## src/rtl/sfr_pkg.sv

```systemverilog
// Shared constants, register codes and item types of the stream find/replace block.
package sfr_pkg;

    localparam int MAX_PATTERN = 8;
    localparam int MAX_REPLACE = 8;
    localparam int BYTE_W      = 8;
    localparam int WIN_W       = MAX_PATTERN * BYTE_W;
    localparam int REP_W       = MAX_REPLACE * BYTE_W;
    localparam int LEN_W       = 4;
    localparam int CFG_IDX_W   = 2;
    localparam int CFG_DATA_W  = 64;

    // Configuration register indexes
    typedef enum logic [CFG_IDX_W-1:0] {
        REG_PATTERN_BYTES  = 2'd0,
        REG_PATTERN_LENGTH = 2'd1,
        REG_REPLACE_BYTES  = 2'd2,
        REG_REPLACE_LENGTH = 2'd3
    } cfg_reg_t;

    typedef struct packed {
        logic [BYTE_W-1:0] in_byte;
        logic              end_of_line;
    } text_item_t;

    typedef struct packed {
        logic [BYTE_W-1:0] out_byte;
        logic              byte_valid;
        logic              line_end;
        logic              run_last;
    } result_item_t;

    typedef struct packed {
        cfg_reg_t                index;
        logic [CFG_DATA_W-1:0]   wdata;
    } cfg_item_t;

endpackage

```

## src/rtl/sfr_ifs.sv

```systemverilog
// Valid/ready channel interfaces for text input, result output and configuration.
interface sfr_text_if;
    logic                 valid;
    logic                 ready;
    sfr_pkg::text_item_t  data;

    modport source (output valid, output data, input ready);
    modport sink   (input valid, input data, output ready);
endinterface

interface sfr_result_if;
    logic                   valid;
    logic                   ready;
    sfr_pkg::result_item_t  data;

    modport source (output valid, output data, input ready);
    modport sink   (input valid, input data, output ready);
endinterface

interface sfr_cfg_if;
    logic                valid;
    logic                ready;
    sfr_pkg::cfg_item_t  data;

    modport source (output valid, output data, input ready);
    modport sink   (input valid, input data, output ready);
endinterface

```

## src/rtl/stream_find_replace.sv

```systemverilog
// Top level: streaming find-and-replace over the bytes of a text line.
//
// Channels: text carries one byte and an end-of-line flag per item; result
// carries one output byte, or a bare line-end marker, per item, with run_last
// set on the last item caused by a given input byte; cfg writes the pattern,
// pattern length, replacement and replacement length registers (always ready).
// Each accepted byte is resolved in its acceptance cycle: the match window is
// updated and the items it causes are loaded into a burst register, which
// shows its first item on the next cycle.
// Throughput: one input byte per cycle while each byte causes at most one
// item. A byte causing N items holds the text channel until its last item
// is taken, since the burst register drains one item per cycle; the next
// byte is accepted in that cycle. Bytes that only fill the window cause no items.
// When the receiver stalls, the current item holds and text input waits.
// Reset clears all registers: pattern length zero, so bytes pass unchanged,
// and the window and burst register are empty. Writing the pattern length
// empties the window.
module stream_find_replace (
    input logic          clk,
    input logic          rst_n,
    sfr_text_if.sink     text,
    sfr_result_if.source result,
    sfr_cfg_if.sink      cfg
);
    import sfr_pkg::*;

    // configuration registers
    logic [WIN_W-1:0]  pat_bytes_reg;
    logic [LEN_W-1:0]  pat_len_reg;
    logic [REP_W-1:0]  rep_bytes_reg;
    logic [LEN_W-1:0]  rep_len_reg;

    // match window and burst register
    logic [WIN_W-1:0]  win_reg;
    logic [LEN_W-1:0]  fill_reg;
    logic [WIN_W-1:0]  buf_reg;
    logic [LEN_W-1:0]  cnt_reg;
    logic              mark_reg;

    logic [LEN_W-1:0]  plen;
    logic [LEN_W-1:0]  rlen;
    logic [WIN_W-1:0]  win_app;
    logic [LEN_W-1:0]  fill_inc;
    logic [MAX_PATTERN-1:0] byte_ok;
    logic              hit;
    logic [REP_W-1:0]  rep_mask;
    logic [WIN_W-1:0]  head_vec;
    logic [LEN_W-1:0]  head_cnt;
    logic [WIN_W-1:0]  rem_vec;
    logic [LEN_W-1:0]  rem_fill;
    logic [WIN_W-1:0]  burst_next;
    logic [LEN_W-1:0]  cnt_next;
    logic [LEN_W-1:0]  fill_next;
    logic              run_last;
    logic              accept;
    logic              pop;
    logic              plen_wr;

    // effective lengths, oversized values clamp to the maximum
    assign plen = (pat_len_reg > LEN_W'(MAX_PATTERN)) ? LEN_W'(MAX_PATTERN) : pat_len_reg;
    assign rlen = (rep_len_reg > LEN_W'(MAX_REPLACE)) ? LEN_W'(MAX_REPLACE) : rep_len_reg;

    // window with the new byte placed at the fill position, and pattern compare
    assign fill_inc = fill_reg + LEN_W'(1);
    always_comb
    begin
        for (int i = 0; i < MAX_PATTERN; i++)
        begin
            win_app[i*BYTE_W +: BYTE_W] = (fill_reg == LEN_W'(i)) ? text.data.in_byte
                                                                  : win_reg[i*BYTE_W +: BYTE_W];
            byte_ok[i] = (LEN_W'(i) >= plen) ||
                         (win_app[i*BYTE_W +: BYTE_W] == pat_bytes_reg[i*BYTE_W +: BYTE_W]);
        end
        for (int i = 0; i < MAX_REPLACE; i++)
        begin
            rep_mask[i*BYTE_W +: BYTE_W] = (LEN_W'(i) < rlen) ? {BYTE_W{1'b1}}
                                                              : {BYTE_W{1'b0}};
        end
    end
    assign hit = (&byte_ok) && (fill_inc == plen);

    // items caused by this byte: head (pass, replacement or oldest byte),
    // then the flushed window and a marker at end of line
    always_comb
    begin
        head_vec = '0;
        head_cnt = '0;
        rem_vec  = win_app;
        rem_fill = fill_inc;
        if (plen == '0)
        begin
            head_vec = {{(WIN_W-BYTE_W){1'b0}}, text.data.in_byte};
            head_cnt = LEN_W'(1);
            rem_fill = '0;
        end
        else if (fill_inc == plen)
        begin
            if (hit)
            begin
                head_vec = rep_bytes_reg & rep_mask;
                head_cnt = rlen;
                rem_fill = '0;
            end
            else
            begin
                head_vec = {{(WIN_W-BYTE_W){1'b0}}, win_app[BYTE_W-1:0]};
                head_cnt = LEN_W'(1);
                rem_vec  = win_app >> BYTE_W;
                rem_fill = plen - LEN_W'(1);
            end
        end

        if (text.data.end_of_line)
        begin
            burst_next = head_vec | (rem_vec << {head_cnt, 3'b000});
            cnt_next   = head_cnt + rem_fill;
            fill_next  = '0;
        end
        else
        begin
            burst_next = head_vec;
            cnt_next   = head_cnt;
            fill_next  = rem_fill;
        end
    end

    // result item from the burst register
    always_comb
    begin
        result.valid = (cnt_reg != '0) || mark_reg;
        if (cnt_reg != '0)
        begin
            run_last                 = (cnt_reg == LEN_W'(1)) && !mark_reg;
            result.data.out_byte     = buf_reg[BYTE_W-1:0];
            result.data.byte_valid   = 1'b1;
            result.data.line_end     = 1'b0;
        end
        else
        begin
            run_last                 = 1'b1;
            result.data.out_byte     = '0;
            result.data.byte_valid   = 1'b0;
            result.data.line_end     = 1'b1;
        end
        result.data.run_last = run_last;
    end

    assign pop        = result.valid && result.ready;
    assign text.ready = !result.valid || (result.ready && run_last);
    assign accept     = text.valid && text.ready;
    assign cfg.ready  = 1'b1;
    assign plen_wr    = cfg.valid && (cfg.data.index == REG_PATTERN_LENGTH);

    // control state: configuration, window fill, burst count and marker
    always_ff @(posedge clk or negedge rst_n)
    begin
        if (!rst_n)
        begin
            pat_bytes_reg <= '0;
            pat_len_reg   <= '0;
            rep_bytes_reg <= '0;
            rep_len_reg   <= '0;
            fill_reg      <= '0;
            cnt_reg       <= '0;
            mark_reg      <= 1'b0;
        end
        else
        begin
            // a pattern length write empties the window
            if (plen_wr)
                fill_reg <= '0;
            else if (accept)
                fill_reg <= fill_next;

            if (accept)
            begin
                cnt_reg  <= cnt_next;
                mark_reg <= text.data.end_of_line;
            end
            else if (pop)
            begin
                if (cnt_reg != '0)
                    cnt_reg <= cnt_reg - LEN_W'(1);
                else
                    mark_reg <= 1'b0;
            end

            if (cfg.valid)
            begin
                case (cfg.data.index)
                    REG_PATTERN_BYTES:  pat_bytes_reg <= cfg.data.wdata[WIN_W-1:0];
                    REG_PATTERN_LENGTH: pat_len_reg   <= cfg.data.wdata[LEN_W-1:0];
                    REG_REPLACE_BYTES:  rep_bytes_reg <= cfg.data.wdata[REP_W-1:0];
                    REG_REPLACE_LENGTH: rep_len_reg   <= cfg.data.wdata[LEN_W-1:0];
                    default:            pat_bytes_reg <= pat_bytes_reg;
                endcase
            end
        end
    end

    // payload: window bytes and burst bytes
    always_ff @(posedge clk or negedge rst_n)
    begin
        if (!rst_n)
        begin
            win_reg <= '0;
            buf_reg <= '0;
        end
        else if (accept)
        begin
            win_reg <= rem_vec;
            buf_reg <= burst_next;
        end
        else if (pop)
        begin
            buf_reg <= buf_reg >> BYTE_W;
        end
    end

endmodule

```

## src/flat_wrapper.sv

```systemverilog
// flat-port wrapper written by rule: the top's interface ports become plain ports
module stream_find_replace_flat import sfr_pkg::*;
  (clk, rst_n, text_valid, text_data, text_ready, result_valid, result_data, result_ready, cfg_valid, cfg_data, cfg_ready);
  sfr_text_if text_i ();
  sfr_result_if result_i ();
  sfr_cfg_if cfg_i ();
  input logic clk;
  input logic rst_n;
  input wire logic [$bits(text_i.valid)-1:0] text_valid;
  input wire logic [$bits(text_i.data)-1:0] text_data;
  output wire logic [$bits(text_i.ready)-1:0] text_ready;
  output wire logic [$bits(result_i.valid)-1:0] result_valid;
  output wire logic [$bits(result_i.data)-1:0] result_data;
  input wire logic [$bits(result_i.ready)-1:0] result_ready;
  input wire logic [$bits(cfg_i.valid)-1:0] cfg_valid;
  input wire logic [$bits(cfg_i.data)-1:0] cfg_data;
  output wire logic [$bits(cfg_i.ready)-1:0] cfg_ready;
  assign text_i.valid = text_valid;
  assign text_i.data = text_data;
  assign text_ready = text_i.ready;
  assign result_valid = result_i.valid;
  assign result_data = result_i.data;
  assign result_i.ready = result_ready;
  assign cfg_i.valid = cfg_valid;
  assign cfg_i.data = cfg_data;
  assign cfg_ready = cfg_i.ready;
  stream_find_replace u_core (.clk(clk), .rst_n(rst_n), .text(text_i), .result(result_i), .cfg(cfg_i));
endmodule
```

## config.mk

```make
export PLATFORM = sky130hd
export DESIGN_NAME = stream_find_replace_flat
export DESIGN_NICKNAME = d
export VERILOG_FILES = /design/src/rtl/sfr_pkg.sv /design/src/rtl/sfr_ifs.sv /design/src/rtl/stream_find_replace.sv /design/src/flat_wrapper.sv
export SDC_FILE = /design/constraint.sdc
export NUM_CORES = 1
export LEC_CHECK = 0
export BUFFER_PORTS_ARGS = -buffer_cell sky130_fd_sc_hd__buf_2
export CORE_ASPECT_RATIO = 1.75
export CORE_MARGIN = 2
export CORE_UTILIZATION = 25
export DETAILED_ROUTE_END_ITERATION = 7
export PLACE_DENSITY = 0.49
export SETUP_SLACK_MARGIN = 0.05
export SLEW_MARGIN = 20
export SYNTH_ARGS = -nofsm -noshare
export SYNTH_HDL_FRONTEND = slang
export SYNTH_SLANG_ARGS = --single-unit
export TNS_END_PERCENT = 30
```

## constraint.sdc

```tcl
create_clock -name clk -period 8.5 [get_ports clk]
set_clock_uncertainty 0.1 [all_clocks]
set_input_delay 0.85 -clock clk [delete_from_list [all_inputs] [get_ports clk]]
set_output_delay 0.85 -clock clk [all_outputs]
set_load 0.02 [all_outputs]
```

==> results of run 1 <==
==> logic make-up (layout without fill, tap and decap cells) <==
group / after synthesis / in the layout / synth area share [%]
multiplexers: 230 / 230 / 15.1
AND/OR/NAND/NOR: 565 / 565 / 16.0
XOR/XNOR: 41 / 41 / 2.28
flip-flops: 273 / 273 / 41.8
adder cells (fa/ha/maj): 15 / 15 / 1.20
buffers and inverters: 197 / 249 / 5.13
other: 1 / 1 / 0.0230
AO/OA/AOI/OAI: 451 / 451 / 18.4
==> layout make-up <==
class / instances / area share, %
well taps: 819 / 5.52
multi-input cells: 1303 / 47.1
flip-flops and latches: 273 / 36.8
inverters: 73 / 1.48
clock buffers: 35 / 3.91
repair buffers: 127 / 3.95
clock inverters: 14 / 1.20
==> power by group <==
part,total [uW],internal (uW),switching (uW)
sequential,1950,1620,324
clock,1350,760,587
combinational,1740,593,1150
total,5030,2970,2060
==> critical path, cell delays in order, from the launching register on <==
cell and delay, ns:
dfrtp_1 0.49, inv_1 0.13, ha_1 0.22, nor3b_4 0.65
mux2i_1 0.47, o221ai_1 0.16, a2111oi_0 0.58, a22oi_1 0.21
or3_1 0.62, nor4_4 0.76, nand2_2 0.41, inv_1 0.14
ha_1 0.23, a21o_1 0.18, a21oi_1 0.18, xor2_1 0.20
mux2i_1 0.22, nand2_1 0.09
==> worst paths after layout <==
check	start	to	slack [ns]	cells after the start
max in group asynchronous	rst_n	u_core.rep_bytes_reg[26]	6.70	2
worst min register to register	u_core.win_reg[18]	u_core.win_reg[18]	0.37	2
worst max register to register	u_core.fill_reg[0]	u_core.cnt_reg[3]	2.31	17
worst min-delay path	rst_n	u_core.pat_bytes_reg[60]	0.18	1
worst max-delay path	u_core.fill_reg[0]	u_core.cnt_reg[3]	2.31	17
min in group clk	u_core.win_reg[18]	u_core.win_reg[18]	0.37	2
==> per-layer routing <==
| layer | share of wire (%) | GRT usage (%) |
|---|---|---|
| met4 | 10 | 20.3 |
| met1 | 34 | 22.9 |
| met2 | 51 | 41.5 |
| met5 | 0.017 | 0 |
| met3 | 4.4 | 2.46 |
==> per-stage QoR <==
step	setup WS, ns	total power (uW)
after detailed placement	2.25	3670
after CTS	2.31	5030
after global routing	1.99	5260
after global placement	2.31	3660
final	2.31	5030
after floorplan	3.94	2890
==> layout by cell type, fill, tap and decap left out, drive strengths merged, types with 18 or more instances in the layout <==
cell | Yosys | routed
a21oi | 65 | 65
a221oi | 54 | 54
and2 | 18 | 18
buf | 36 | 127
clkbuf | 88 | 35
dfrtp | 273 | 273
inv | 71 | 73
mux2 | 129 | 129
mux2i | 101 | 101
nand2 | 213 | 213
nand3 | 29 | 29
nor2 | 170 | 170
nor2b | 22 | 22
nor3 | 53 | 53
o21ai | 171 | 171
xnor2 | 20 | 20
xor2 | 20 | 20
==> results.yml, run 1 <==
route:
  wl_microns: 77500
  drtIter0Drc: 1331
  final_antenna_net_count: 0
  drc: 0
  wl_per_cell_microns: 29.3
  firstDrtPassIters: 5
  vias_per_cell: 5.49
  vias: 14523
floorplan:
  initial_utilization_pct: 25.1
  die_y_microns: 342
  core_sq_mm: 0.0650
  ios: 94
  die_w_microns: 197
  dieArea_sq_mm: 0.0675
  placementRows: 124
cts:
  cts-root-buf: "clkbuf_16"
  path_clk_slew_ns: 0.07
  cts_hold_buffers: 0
  cts_made_buffers: 27
  cts.sinks: 273
  cts_tree: "done"
  insertion_delay_ns: 0.61
  cts_resized: 0
  post_cts_buffers: 0
  cts.path.max_buffers: 3
  htreeDepth: 1
finish:
  area_delta_synth_final_pct: 13.7
  drive_gt1_share_pct: 18.4
  nNetsFinal: 1900
  antenna_cells: 0
  final_area_sq_mm: 0.0186
  fin_util_pct: 28.6
  regArea_sq_mm: 0.00683
  multiInputGateArea_sq_mm: 0.00875
  layoutNonFillerInstCount: 2644
  fill_cells: 6872
timing:
  fin_hold_ws_ns: 0.180
  setup_viol: 0
  max_freq_ghz: 0.162
  max_slew_margin_pct: 18.7
  worstMarginPinSlew_ns: 1.21
  setup_tns_ns: 0
  final-max-slew-violation-count: 0
  fin_crit_sh_pct: 72.8
  final-hold-violation-count: 0
  period_needed_ns: 6.19
  rsz0062_at_grt: "false"
yosys:
  ys_warn_count: 0
  async_flop_share_pct: 100
  ys_seq_elements: 273
  yosys.area.top_type: "dfrtp_1"
  netlist_area_sq_mm: 0.0163
  synthFlopType: "dfrtp_1"
  synth.most_common_cell: "dfrtp_1"
  synth_common_cells: "dfrtp_1, nand2_1, o21ai_0"
  synth-edff-count: 0
  synth_cell_type_count: 80
  syn_area_per_cell_sq_um: 9.21
  synth.area.top_cells: "dfrtp_1, mux2_2, mux2i_1, o21ai_0, nand2_1"
  syn-num-nets: 1868
  yosysSeqAreaShare_pct: 41.8
  synth_top_cell_area_share_pct: 41.8
  synthCells: 1773
worst_setup_path:
  cp.required_ns: 8.87
  critPathMaxFanout: 16
  start_kind: "flop"
  cp.arrival_ns: 6.55
  crit_type: "flop to flop"
  end_kind: "flop"
grt:
  grt_pass1_wl_microns: 110000
  grt_pass1_vias: 14642
  grt_max_degree: 91
  track_usage_pct: 22.9
  antenna_found_initial: 1
  gr-total-overflow: 0
pwr:
  p_leak_uw: 0.00800
  peakVddDrop_v: 0.000147
  power.density_mw_per_mm2: 271
place:
  post-dp-hpwl_microns: 58700
  port_buffers: 92
  place_area_sq_mm: 0.0176
  placedCellCount: 2595
  place_congestion: 0.988
status:
  status: "completed"
hold_path:
  hold_class: "input port to asynchronous set/reset pin"
job:
  max-cap-violations: 0
(Power assumes the default switching activity.)
==> run 2, diff against run 1 <==
--- a/config.mk
+++ b/config.mk
@@ -10,7 +10,7 @@
 export CORE_MARGIN = 2
 export CORE_UTILIZATION = 25
 export DETAILED_ROUTE_END_ITERATION = 7
-export PLACE_DENSITY = 0.49
+export PLACE_DENSITY = 0.51
 export SETUP_SLACK_MARGIN = 0.05
 export SLEW_MARGIN = 20
 export SYNTH_ARGS = -nofsm -noshare
==> constraint.sdc (replaced) <==
create_clock -name clk -period 5.41 [get_ports clk]
set_clock_uncertainty 0.1 [all_clocks]
set_input_delay 0.541 -clock clk [delete_from_list [all_inputs] [get_ports clk]]
set_output_delay 0.541 -clock clk [all_outputs]
set_load 0.02 [all_outputs]
==> run 2 against run 1 <==
First-iteration DRC count increased by 9.0%; total power increased by 63%; register-to-register slack got worse by 2.1 ns; cell count increased by 3.6%; critical path depth unchanged; core utilization increased by 1.3 points; count of clock-buffer cells in the layout increased by 5; sequential power increased by 57%; cell area increased by 4.5%; maximum frequency increased by 20%; worst setup slack got worse by 2.1 ns; largest power group unchanged; highest routed layer unchanged.
==> results.yml, run 2 (synthesis results as in run 1) <==
pwr:
  power.density_mw_per_mm2: 424
  sequentialPowerShare_pct: 37.3
  p_leak_uw: 0.00851
  p_comb_share_pct: 35.1
  power_switching_uw: 3260
  peakVddDrop_v: 0.000257
  p_int_uw: 4970
  p_clk_share_pct: 27.5
  swShare_pct: 39.6
  power_uw: 8230
grt:
  grt_pass1_wl_microns: 108000
  grt_max_degree: 109
  antenna_found_initial: 3
  grt_pass1_vias: 15218
  gr-total-overflow: 0
  track_usage_pct: 22.3
route:
  vias: 14882
  drtIter0Drc: 1451
  wl_per_cell_microns: 27.5
  drc: 0
  final_antenna_net_count: 0
  vias_per_cell: 5.43
  wl_microns: 75300
  firstDrtPassIters: 6
finish:
  multiInputGateArea_sq_mm: 0.00874
  regArea_sq_mm: 0.00683
  area_delta_synth_final_pct: 18.8
  antenna_cells: 0
  final_common_cell: "dfrtp_1"
  most-common-layout-cells: "dfrtp_1, nand2_1, o21ai_0, nor2_1, mux2_2"
  drive_gt1_share_pct: 22.4
  nNetsFinal: 1995
  final_area_sq_mm: 0.0194
  fill_cells: 6881
  fin_util_pct: 29.8
  layoutNonFillerInstCount: 2740
cts:
  cts-root-buf: "clkbuf_16"
  cts.path.max_buffers: 3
  path_clk_slew_ns: 0.07
  htreeDepth: 1
  cts_made_buffers: 29
  cts_tree: "done"
  cts.sinks: 273
  insertion_delay_ns: 0.62
worst_setup_path:
  start_kind: "flop"
  critPathMaxFanout: 14
  cp.arrival_ns: 5.59
  end_kind: "flop"
  crit_start: "u_core.fill_reg[2]"
  crit_type: "flop to flop"
  cp.required_ns: 5.83
  crit-reg2reg-launch: "u_core.fill_reg[2]"
  slowest_delay_ns: 0.81
  path_cells: "buf_4 > nand3b_2 > a21oi_1 > a221oi_1 > a41oi_1 > nor4_2 > buf_4 > nand2_1 > nor2_1 > o21ai_0 > ha_1 > inv_1 > fa_1 > xor2_1 > nand2_1 > o21ai_0 > a21oi_1"
  cpMaxStageDelayCell: "a21oi_1"
place:
  place_area_sq_mm: 0.0183
  port_buffers: 92
  post-dp-hpwl_microns: 58200
  place_congestion: 0.968
  placedCellCount: 2684
hold_path:
  hold_class: "input port to flop"
  hold_start: "cfg_data[49]"
floorplan:
  dieArea_sq_mm: 0.0675
  core_sq_mm: 0.0650
  die_w_microns: 197
  ios: 94
  die_y_microns: 342
  placementRows: 124
  initial_utilization_pct: 25.1
status:
  status: "completed"
timing:
  setup_tns_ns: 0
  final-hold-violation-count: 0
  period_needed_ns: 5.18
  max_slew_margin_pct: 25.2
  fin_crit_sh_pct: 95.7
  final-max-slew-violation-count: 0
  worstMarginPinSlew_ns: 1.09
  rsz0062_at_grt: "false"
  setup_viol: 0
  max_freq_ghz: 0.193
job:
  max-cap-violations: 0
## run 2: changes by cell type in the layout (fill, tap and decap cells not counted), moves of 3 or more
cell,previous run,this run
clkbuf_8,2,5
buf_4,35,123
clkinv_4,4,0
buf_12,0,4
## run 2: stage by stage
stage | worst slack, ns | hold slack (ns)
2_1_floorplan | 0.996 | 0.145
3_3_place_gp | 0.173 | 0.361
3_5_place_dp | 0.110 | 0.361
4_1_cts | 0.222 | 0.0415
5_1_grt | 0.120 | 0.0762
6_report | 0.232 | 0.0743
## run 2: final timing paths
path | to | slack [ns] | depth (start not counted)
worst min-delay path | u_core.pat_bytes_reg[49] | 0.07 | 3
worst min register to register | u_core.win_reg[18] | 0.38 | 2
max in group asynchronous | u_core.win_reg[36] | 3.34 | 3
worst max register to register | u_core.cnt_reg[2] | 0.23 | 17
worst max-delay path | u_core.cnt_reg[2] | 0.23 | 17
min in group asynchronous | u_core.pat_bytes_reg[17] | 0.49 | 2
## run 2: area by class of cell
cell class / instances / share of cell area, %
flip-flops and latches: 273 / 35.2
multi-input cells: 1303 / 45.1
well taps: 819 / 5.28
repair buffers: 220 / 7.65
clock buffers: 40 / 4.21
inverters: 73 / 1.41
clock inverters: 12 / 1.15
## run 2: per-layer routing
layer	track usage, %	share of wire, %	vias up
met5	0	0.045	-
met4	21.4	11	6
met3	2.69	4.5	255
met2	39.7	51	588
met1	22.1	33	7397
li1	-	-	6636
## run 2: what timing repair did
item / CTS / global route
setup buffers: 0 / 3
resized for setup: 1 / 1
cloned: 0 / 0
pin swaps: 0 / 0
endpoints found under the setup margin: 1 / 29
hold endpoints to repair: 93 / 0
hold buffers: 1 / 0
## run 2: worst max-delay path: cells and delay by family, from the launching register on
kind	cells	cell delay, ns
flops	1	0.58
compound gates	6	2.16
buf+inv	3	0.57
simple gates	5	0.80
xor+xnor	1	0.15
fa+ha+maj	2	0.71
## run 2: power groups by stage
stage	Combinational (uW)	Clock (uW)	Sequential, uW
finish	2890	2260	3070
global route	3100	2380	3120
CTS	2880	2310	3070
detailed placement	2860	0	3100
global placement	2850	0	3090
floorplan	1730	0	2810
